--- config.mk ---
export PLATFORM = sky130hd
export DESIGN_NAME = mfb_seq
export DESIGN_NICKNAME = d
export VERILOG_FILES = /design/src/hw/rtl/mfb_pkg.sv /design/src/hw/rtl/mfb_seq.sv
export SDC_FILE = /design/constraint.sdc
export NUM_CORES = 1
export LEC_CHECK = 0
export BUFFER_PORTS_ARGS = -buffer_cell sky130_fd_sc_hd__buf_2
export CAP_MARGIN = 20
export CORE_MARGIN = 1.5
export CORE_UTILIZATION = 45
export CTS_BUF_LIST = sky130_fd_sc_hd__clkbuf_16
export CTS_CLUSTER_DIAMETER = 40
export DETAILED_ROUTE_END_ITERATION = 8
export GPL_ROUTABILITY_DRIVEN = 0
export PLACE_DENSITY = 0.77
export SYNTH_ARGS = -nofsm -noshare
export SYNTH_HDL_FRONTEND = slang
export SYNTH_SLANG_ARGS = --single-unit
--- constraint.sdc ---
create_clock -name clock -period 7.7 [get_ports clock]
set_clock_uncertainty 0.2 [all_clocks]
set_input_delay 0.77 -clock clock [delete_from_list [all_inputs] [get_ports clock]]
set_output_delay 0.77 -clock clock [all_outputs]
set_load 0.005 [all_outputs]
--- src/hw/rtl/mfb_pkg.sv ---
package mfb_pkg;

   localparam int DIM_W    = 9;
   localparam int STRIDE_W = 6;
   localparam int COORD_W  = 10;
   localparam int BADDR_W  = 13;
   localparam int PIXEL_W  = 8;
   // y * stride + byte stays below 256 * 63 + 63
   localparam int IDX_W    = 14;
   localparam int CSR_IDX_W = 2;

   localparam logic [PIXEL_W-1:0] FULL_MASK = 8'hFF;

   localparam logic [CSR_IDX_W-1:0] CSR_ACTIVE_WIDTH  = 2'd0;
   localparam logic [CSR_IDX_W-1:0] CSR_ACTIVE_HEIGHT = 2'd1;
   localparam logic [CSR_IDX_W-1:0] CSR_ROW_STRIDE    = 2'd2;

   typedef enum logic [1:0] {
      CMD_WRITE  = 2'd0,
      CMD_READ   = 2'd1,
      CMD_CLEAR  = 2'd2,
      CMD_INVERT = 2'd3
   } cmd_type;

   typedef enum logic [2:0] {
      ST_IDLE,
      ST_BYTE,
      ST_CLIP,
      ST_BASE,
      ST_RD,
      ST_WR,
      ST_DONE
   } seq_state_type;

   typedef struct packed {
      cmd_type                    command;
      logic signed [COORD_W-1:0]  left_x;
      logic signed [COORD_W-1:0]  top_y;
      logic signed [COORD_W-1:0]  right_x;
      logic signed [COORD_W-1:0]  bottom_y;
      logic [BADDR_W-1:0]         byte_address;
      logic [PIXEL_W-1:0]         write_byte;
   } item_type;

   // effective settings, already saturated
   typedef struct packed {
      logic [DIM_W-1:0]    width;
      logic [DIM_W-1:0]    height;
      logic [STRIDE_W-1:0] stride;
   } cfg_type;

   typedef struct packed {
      logic [PIXEL_W-1:0] read_byte;
      logic               applied;
   } result_type;

   typedef struct packed {
      logic wr_en;
      logic rd_en;
   } mem_ctl_type;

endpackage

--- src/hw/rtl/mfb_seq.sv ---
module mfb_seq #(
   parameter int FRAME_BYTES = 8192,
   parameter int MAX_WIDTH   = 256,
   parameter int MAX_HEIGHT  = 256
) (
   input  logic                           clock,
   input  logic                           reset,
   input  mfb_pkg::item_type              item_in,
   input  logic                           item_valid,
   output logic                           item_ready,
   input  mfb_pkg::cfg_type               cfg,
   output mfb_pkg::result_type            result,
   output logic                           result_valid,
   input  logic                           result_free,
   output mfb_pkg::mem_ctl_type           mem_ctl,
   output logic [$clog2(FRAME_BYTES)-1:0] mem_addr,
   output logic [mfb_pkg::PIXEL_W-1:0]    mem_wdata,
   input  logic [mfb_pkg::PIXEL_W-1:0]    mem_rdata
);
   import mfb_pkg::*;

   localparam int AW     = $clog2(FRAME_BYTES);
   localparam int XW     = $clog2(MAX_WIDTH);
   localparam int YW     = (MAX_HEIGHT > 1) ? $clog2(MAX_HEIGHT) : 1;
   localparam int LIMW   = IDX_W + 3;

   seq_state_type        state_ff, state_in;
   item_type             item_ff, item_in_d;
   logic                 ok_ff, ok_in;
   logic [XW-1:0]        x0_ff, x0_in, x1_ff, x1_in;
   logic [YW-1:0]        y_ff, y_in, y_end_ff, y_end_in;
   logic                 full_ff, full_in;
   logic [STRIDE_W-1:0]  b_ff, b_in, b_start_ff, b_start_in, b_end_ff, b_end_in;
   logic [IDX_W-1:0]     base_ff, base_in, idx_ff, idx_in;
   logic                 idx_ok_ff, idx_ok_in;
   logic [PIXEL_W-1:0]   mask_ff, mask_in;

   // clipping
   logic signed [COORD_W:0] xs0, xs1, ys0, ys1, ws, hs;
   logic                    reject;
   logic [XW-1:0]           x0c, x1c;
   logic [YW-1:0]           y0c, y1c;
   logic [DIM_W-1:0]        w_last, h_last;
   logic                    full_c;

   // shared address adder
   logic [STRIDE_W-1:0]  add_op;
   logic [IDX_W-1:0]     sum;
   logic                 sum_ok;
   logic [IDX_W-1:0]     prod;
   logic                 byte_ok;
   logic [PIXEL_W-1:0]   mask_lo, mask_hi, mask_c;
   logic                 row_end, last_row;

   assign xs0 = (COORD_W+1)'(item_ff.left_x);
   assign xs1 = (COORD_W+1)'(item_ff.right_x);
   assign ys0 = (COORD_W+1)'(item_ff.top_y);
   assign ys1 = (COORD_W+1)'(item_ff.bottom_y);
   assign ws  = $signed({2'b00, cfg.width});
   assign hs  = $signed({2'b00, cfg.height});
   assign w_last = cfg.width - 9'd1;
   assign h_last = cfg.height - 9'd1;

   assign reject = (xs0 > xs1) || (ys0 > ys1) ||
                   (xs0[COORD_W] && xs1[COORD_W]) || ((xs0 >= ws) && (xs1 >= ws)) ||
                   (ys0[COORD_W] && ys1[COORD_W]) || ((ys0 >= hs) && (ys1 >= hs));

   assign x0c = xs0[COORD_W] ? '0 : xs0[XW-1:0];
   assign x1c = (xs1 >= ws) ? w_last[XW-1:0] : xs1[XW-1:0];
   assign y0c = ys0[COORD_W] ? '0 : ys0[YW-1:0];
   assign y1c = (ys1 >= hs) ? h_last[YW-1:0] : ys1[YW-1:0];
   assign full_c = (x0c == '0) && (DIM_W'(x1c) == w_last);

   assign add_op  = (state_ff == ST_WR) ? cfg.stride : b_ff;
   assign sum     = base_ff + IDX_W'(add_op);
   assign sum_ok  = LIMW'(sum) < LIMW'(FRAME_BYTES);
   assign prod    = IDX_W'(y_ff) * IDX_W'(cfg.stride);
   assign byte_ok = (LIMW'(item_ff.byte_address) < LIMW'(FRAME_BYTES));

   assign mask_lo = (b_ff == b_start_ff) ? (FULL_MASK >> x0_ff[2:0]) : FULL_MASK;
   assign mask_hi = (b_ff == b_end_ff) ? (FULL_MASK << (3'd7 - x1_ff[2:0])) : FULL_MASK;
   assign mask_c  = full_ff ? FULL_MASK : (mask_lo & mask_hi);
   assign row_end  = (b_ff == b_end_ff);
   assign last_row = (y_ff == y_end_ff);

   // next state
   always_comb begin
      state_in = state_ff;
      case (state_ff)
         ST_IDLE: begin
            if (item_valid) begin
               if (item_in.command == CMD_WRITE || item_in.command == CMD_READ) begin
                  state_in = ST_BYTE;
               end else begin
                  state_in = ST_CLIP;
               end
            end
         end
         ST_BYTE: state_in = ST_DONE;
         ST_CLIP: state_in = reject ? ST_DONE : ST_BASE;
         ST_BASE: state_in = ST_RD;
         ST_RD:   state_in = ST_WR;
         ST_WR:   state_in = (row_end && last_row) ? ST_DONE : ST_RD;
         ST_DONE: begin
            if (result_free) begin
               state_in = ST_IDLE;
            end
         end
         default: state_in = ST_IDLE;
      endcase
   end

   // outputs and datapath
   always_comb begin
      item_ready   = 1'b0;
      result_valid = 1'b0;
      result       = '0;
      mem_ctl      = '0;
      mem_addr     = AW'(idx_ff);
      mem_wdata    = (item_ff.command == CMD_INVERT) ? (mem_rdata ^ mask_ff)
                                                     : (mem_rdata & ~mask_ff);
      item_in_d  = item_ff;
      ok_in      = ok_ff;
      x0_in      = x0_ff;
      x1_in      = x1_ff;
      y_in       = y_ff;
      y_end_in   = y_end_ff;
      full_in    = full_ff;
      b_in       = b_ff;
      b_start_in = b_start_ff;
      b_end_in   = b_end_ff;
      base_in    = base_ff;
      idx_in     = idx_ff;
      idx_ok_in  = idx_ok_ff;
      mask_in    = mask_ff;
      case (state_ff)
         ST_IDLE: begin
            item_ready = 1'b1;
            if (item_valid) begin
               item_in_d = item_in;
            end
         end
         ST_BYTE: begin
            ok_in    = byte_ok;
            mem_addr = AW'(item_ff.byte_address);
            if (item_ff.command == CMD_WRITE) begin
               mem_ctl.wr_en = byte_ok;
               mem_wdata     = item_ff.write_byte;
            end else begin
               mem_ctl.rd_en = byte_ok;
            end
         end
         ST_CLIP: begin
            ok_in    = !reject;
            x0_in    = x0c;
            x1_in    = x1c;
            y_in     = y0c;
            y_end_in = y1c;
            full_in  = full_c;
            if (full_c) begin
               b_start_in = '0;
               b_end_in   = cfg.stride - 6'd1;
               b_in       = '0;
            end else begin
               b_start_in = STRIDE_W'(x0c >> 3);
               b_end_in   = STRIDE_W'(x1c >> 3);
               b_in       = STRIDE_W'(x0c >> 3);
            end
         end
         ST_BASE: begin
            base_in = prod;
         end
         ST_RD: begin
            idx_in        = sum;
            idx_ok_in     = sum_ok;
            mask_in       = mask_c;
            mem_addr      = AW'(sum);
            mem_ctl.rd_en = sum_ok;
         end
         ST_WR: begin
            // bytes beyond the store are skipped
            mem_ctl.wr_en = idx_ok_ff;
            if (row_end) begin
               if (!last_row) begin
                  y_in    = y_ff + 1'b1;
                  base_in = sum;
                  b_in    = b_start_ff;
               end
            end else begin
               b_in = b_ff + 1'b1;
            end
         end
         ST_DONE: begin
            result_valid     = 1'b1;
            result.applied   = ok_ff;
            result.read_byte = (item_ff.command == CMD_READ && ok_ff) ? mem_rdata : '0;
         end
         default: begin
            item_ready = 1'b0;
         end
      endcase
   end

   always_ff @(posedge clock) begin
      if (reset) begin
         state_ff <= ST_IDLE;
      end else begin
         state_ff <= state_in;
      end
   end

   always_ff @(posedge clock) begin
      item_ff    <= item_in_d;
      ok_ff      <= ok_in;
      x0_ff      <= x0_in;
      x1_ff      <= x1_in;
      y_ff       <= y_in;
      y_end_ff   <= y_end_in;
      full_ff    <= full_in;
      b_ff       <= b_in;
      b_start_ff <= b_start_in;
      b_end_ff   <= b_end_in;
      base_ff    <= base_in;
      idx_ff     <= idx_in;
      idx_ok_ff  <= idx_ok_in;
      mask_ff    <= mask_in;
   end

endmodule

; ---- Yosys cells after proc, flatten, opt, wreduce, memory -nomap -nowiden
; Cells that the tools add are included.
; W data, S select, Z words.
[word_totals]
reg_bits = 144
in_bits = 99
output_inout_bits = 34
word_cells = 124
[op_classes]
add_sub_neg = 7
multipliers = 1
order_cmp = 7
n_eq_ne = 18
shifts = 2
muxes = 37
bitwise_logic = 4
reduce_logical = 26
[op_table]
columns = op, n
row1 = $mux W8, 12
row2 = $ge A10 B10 Y1, 4
row3 = $mux W14, 2
row4 = $pmux W14 S2, 1
row5 = $pmux W13 S2, 1
row6 = $pmux W3 S7, 1
row7 = $gt A10 B10 Y1, 2
row8 = $mux W6, 3
row9 = $and A8 B8 Y8, 2
row10 = $pmux W8 S2, 1
row11 = $add A14 B6 Y14, 1
row12 = $lt A14 B14 Y1 const B, 1
row13 = $mul A8 B6 Y14, 1
row14 = $eq A6 B6 Y1, 2
row15 = $pmux W6 S2, 1
row16 = $mux W5, 2
row17 = $eq A3 B3 Y1 const B, 3
row18 = $eq A8 B9 Y1, 1
row19 = $mux W3, 3
row20 = $mux W9, 1
row21 = $sub A9 B1 Y9 const B, 1
row22 = $add A8 B1 Y8 const B, 1
row23 = $eq A8 B8 Y1, 1
row24 = $logic_not A8 Y1, 1
row25 = other kinds (25), 53

; ---- Logic depth before layout (Yosys ltp)
[depth]
word_depth = 8
ltp_mapped = 16
mapped_depth_nobuf = 15

; ---- Worst setup path after synthesis
; Ideal clock, no wire load.
[synth_path]
path_kind = input port to flip-flop
from = input port cfg[5] (netlist bit)
to = register base_ff[13], data pin
setup_ns = 0.269
arrival_time_ns = 4.065
t_required_ns = 7.231
slack_ns = 3.166
cell_stages = 14
n_path_buf = 1
path_cell_list = clkbuf_1 nand2_1 fa_1 fa_1 fa_1 inv_1 ha_1 a21o_1 a21oi_1 o21a_1 o21ai_0 a31oi_1 xor2_1 mux2i_1
[synth_via]
elab_chain_len = 5
elab_cells_between_ends = 6
cone_classes = 1 x add/sub / 1 x mul / 4 x mux
[synth_lines]
columns = element, line_no
row1 = "start, declared", mfb_seq.sv:11  ; input mfb_pkg::cfg_type cfg,
row2 = "parallel branches: the longest is 4 deep, another holds $mul A8 B6 Y14", n/a
row3 = $pmux W14 S2 *, mfb_seq.sv:136  ; case (state_ff)
row4 = via base_in[13], mfb_seq.sv:34  ; logic [IDX_W-1:0] base_ff, base_in, idx_ff, idx_in;
row5 = "end signal, assigned", mfb_seq.sv:223  ; base_ff <= base_in;
row6 = "end, declared", mfb_seq.sv:34
; Mark *: on every way through the listed nets, which the timed path passes. The select of a mux whose other input is x is not followed.
; A chain may end at the register's enable or synchronous reset.

; ---- Worst setup path in the final report
[layout_path]
from = register state_ff[2]
to = output port mem_addr[8]
[layout_via]
elab_chain_len = 4
elab_cells_between_ends = 6
cone_classes = 1 x add/sub / 3 x eq/ne / 2 x mux
[layout_lines]
columns = element, line_no
row1 = "start, declared", mfb_seq.sv:27  ; seq_state_type state_ff, state_in;
row2 = "start signal, assigned", mfb_seq.sv:208  ; state_ff <= state_in;
row3 = $eq A3 B3 Y1, mfb_seq.sv:74  ; assign add_op = (state_ff == ST_WR) ? cfg.stride : b_ff;
row4 = $mux W6, mfb_seq.sv:74
row5 = $add A14 B6 Y14, mfb_seq.sv:75  ; assign sum = base_ff + IDX_W'(add_op);
row6 = $pmux W13 S2 *, mfb_seq.sv:136
row7 = "end, declared", mfb_seq.sv:16  ; output logic [$clog2(FRAME_BYTES)-1:0] mem_addr,
; Every way passes the cells marked *; elsewhere a longest branch is shown, timed or not.

==> impl_summary.md <==
Floorplan
The vertical die dimension is 152 µm. The horizontal die dimension is 152 µm. The starting density of the core is around 46%. The floorplan step defined a die boundary enclosing roughly 23000 µm². 133 I/O pins were placed. After floorplanning, the core was divided into 54 placement rows. The core box area is 21900 µm².

Min path
The type of the most critical hold path is in -> reg. The startpoint identified for the worst hold timing path is item_in[27].

Route
The via density per instance is 5.35. The final route contains 7345 vias. In this run, the number of DRC markers left after iteration 0 of detailed routing was about 420. The number of detailed-routing iterations run before antenna repair is 7. After detailed routing, the average wire length per cell comes to 16.0 µm. The aggregate routed wire length is roughly 22000 µm. The DRC violation count after routing is 0. In this run the remaining antenna-violating nets after routing total 0.

Synth
For this run, the register share of the synthesized area comes to 42.4%. The XOR/XNOR share of the synthesized area is slightly below 7%. Of all cell types, the one taking the most synthesized area is edfxtp_1. The portion of synthesized area spent on multiplexers is under 10%.

During synthesis, Yosys emitted a total of 0 warnings. edfxtp_1 is the most common cell in the netlist. Yosys mapped the design onto approximately 70 distinct sky130hd cell types.

After synthesis the cells add up to 10100 µm². Counting flops with a built-in enable in the synthesized netlist gives 140. After synthesis, the share of flip-flops with an asynchronous set or reset is 0%. Yosys attributes the largest share of cell area to edfxtp_1 (42%), ha_1 (12%), fa_1 (5.2%). The post-synth net total is about 1200. The fraction of the mapped netlist area in compound gates is about an eighth.

By area, the combinational part of the netlist is dominated by adder cells. For this run, the leading register cell type out of synthesis is edfxtp_1. The synthesis-stage register bit count is 143. By count the netlist is led by edfxtp_1 (140), inv_1 (111), ha_1 (99), nand2_1 (81), o21ai_0 (66). The post-synthesis average cell area is ~11 µm².

Synthesis handed over a netlist of 956 instances. The synthesized netlist devotes 13.4% of its cell area to simple gates. Of the total synthesized cell area, the portion taken by full adders, half adders and majority gates is 17.5%. In this run the biggest area consumer among cell types represents 41.8% of the synthesized area.

GRT
The global-route wire length before repair is 36100 µm. The number of global-route vias before repair is 7145. Global routing finished with a remaining overflow of 0. The maximum number of pins on one net before global-route repair is 64.

The number of antenna violations at the first check in global routing was 3. In the global route stage, overall resource usage came out at 19.3%.

Placed design
The cell count after placement is 1338. At the placement stage, the worst setup path has a slack of 2.73 ns. The estimated wirelength of the detail-placed design is 16900 µm. The count of port buffers added during placement is 132.

Power
The worst ir drop on vdd is approximately 130 µV. The power density over cell area is 281 nW/µm². The leakage power is 5.08 nW.

Finish
The ratio of cells with drive above 1 in the final layout is 17.2%. The number of nets in the finished design is ~1300. The finished layout holds 1374 standard cells, fillers aside. The synthesis-to-finish area growth is 14.8%.

STA
The number of setup violations in the final report is 0. Measured against its own limit, the worst slew margin works out to 30.9%. The slew of the pin with the lowest slew margin is 1.03 ns.

The worst path uses a little over two thirds of the clock period. The sum of negative setup slack is 0 ns. Setup repair after global routing left no endpoint under its margin. For the finished layout, the period the worst path requires is around 5.4 ns. In the post-route analysis, the smallest setup slack over all paths is 2.29 ns. The final hold violation count is 0.

The highest clock rate is 185 MHz. The count of final max-slew check failures is 0.

CTS
The CTS tree is built. The post-cts sizing count is 0. The clock reaches the later pin of the worst-skew pair after 0.43 ns.

Clock-pin slew was measured on the worst setup and hold paths at 0.06 ns. The hold-fix buffer count after cts is 0. The number of sinks on the clock net is 143.

Clock tree synthesis selected as its root buffer the cell clkbuf_16. No sink is reached through more buffers than the 2 on the longest clock path. The number of clock buffers added by TritonCTS is 17. In this run the number of H-tree levels came out at 4. The number of setup buffers added after CTS is 0.

Status
The run finished with clean final reports.

Worst setup path
The worst setup path is launched from a flip-flop. The capturing element type of the critical path is a primary output. The start point of the critical path is state_ff[2]$_SDFFE_PP0P_. Data arrives at the worst endpoint at 4.44 ns. Traced cell by cell, the critical path runs through nand3_1, nand2_1, o21ai_0, ha_1, fa_1, a21o_1, a21oi_1, o21bai_1, a21oi_1, nor2_1, xnor2_1, o21ai_0, buf_2. The beginning of the worst register-to-register path is y_ff[3]$_DFFE_PP_.

The largest incremental delay on the critical path is around 0.82 ns. The critical path class is reg -> out. Among all stages on the critical path, the largest delay is contributed by nand3_1. The largest fanout on the critical path is 29. The endpoint required time on the critical path is about 6.7 ns.

Run
Max-cap violations in this run came to 0.
==> critical path, delay by kind of cell, from the launching register on <==
family | cells | cell delay [ns]
flip-flops | 1 | 0.56
AND/OR/NAND/NOR | 3 | 1.20
XOR/XNOR | 1 | 0.33
adder cells (fa/ha/maj) | 2 | 0.66
buffers and inverters | 1 | 0.15
AO/OA/AOI/OAI | 6 | 1.13
==> area by class of cell <==
cell class / instances / area, µm²
clock buffers: 17 / 425
fillers: 1956 / 10400
multi-input cells: 665 / 5230
diodes: 2 / 5.00
clock inverters: 15 / 123
repair buffers: 140 / 721
flip-flops and latches: 143 / 4260
inverters: 112 / 420
well taps: 280 / 350
==> where the power goes <==
group          switching [mW]  internal (mW)  total, mW
logic                   0.720          0.554       1.27
registers               0.129           1.08       1.21
clock network           0.326          0.440      0.766
==> state kept, by name (all words and copies together) (netlist names), 3 cells and up <==
name	count
y_ff	8
x0_ff	3
item_ff	63
b_end_ff	6
y_end_ff	8
mask_ff	8
state_ff	3
b_start_ff	5
x1_ff	3
b_ff	6
base_ff	14
idx_ff	13
==> through the flow <==
stage	hold slack, ns	instance area [µm²]	util (%)	power, mW
after floorplan	0.357	10100	-	2.13
after global placement	0.379	11000	50.1	2.44
after detailed placement	0.411	11000	50.1	2.49
after CTS	0.304	11500	52.6	3.26
after global routing	0.297	11500	52.7	3.49
final	0.312	11500	52.7	3.25
==> logic make-up (layout without fill, tap and decap cells) <==
group                      count (synthesis)  after routing
buffers and inverters                    148            284
DFF                                      143            143
other                                      0              2
xor gates and xnor gates                  75             75
and+or+nand+nor                          262            262
AOI/OAI and AO/OA                        178            178
muxes                                     25             25
adders and majority gates                125            125
==> cell usage in the layout (no fill, tap or decap), drive strengths merged, types with 16 or more instances in the layout <==
cell | Yosys | final
edfxtp | 140 | 140
buf | 4 | 140
inv | 112 | 113
ha | 99 | 99
nand2 | 81 | 81
o21ai | 68 | 68
and2 | 46 | 46
xnor2 | 42 | 42
nor2 | 38 | 38
xor2 | 32 | 32
a21oi | 28 | 28
fa | 26 | 26
mux2i | 23 | 23
nand3 | 18 | 18
clkbuf | 32 | 17
nor3 | 16 | 16
==> routing by layer <==
layer,routed length [µm],global-route usage [%],up-vias
li1,-,-,3614
met1,10300,26.2,3474
met2,10200,31.2,217
met3,1160,4.24,36
met4,340,5.49,4
met5,26,0,-
==> worst paths after layout <==
| path | to | cells after the start | slack [ns] |
|---|---|---|---|
| max | mem_addr[8] | 13 | 2.29 |
| min | item_ff[27]$_DFFE_PP_ | 1 | 0.31 |
| min reg2reg | idx_ff[9]$_DFFE_PP_ | 2 | 0.42 |
| max reg2reg | base_ff[13]$_DFFE_PP_ | 14 | 3.16 |
Power figures use the tool's default switching activity.
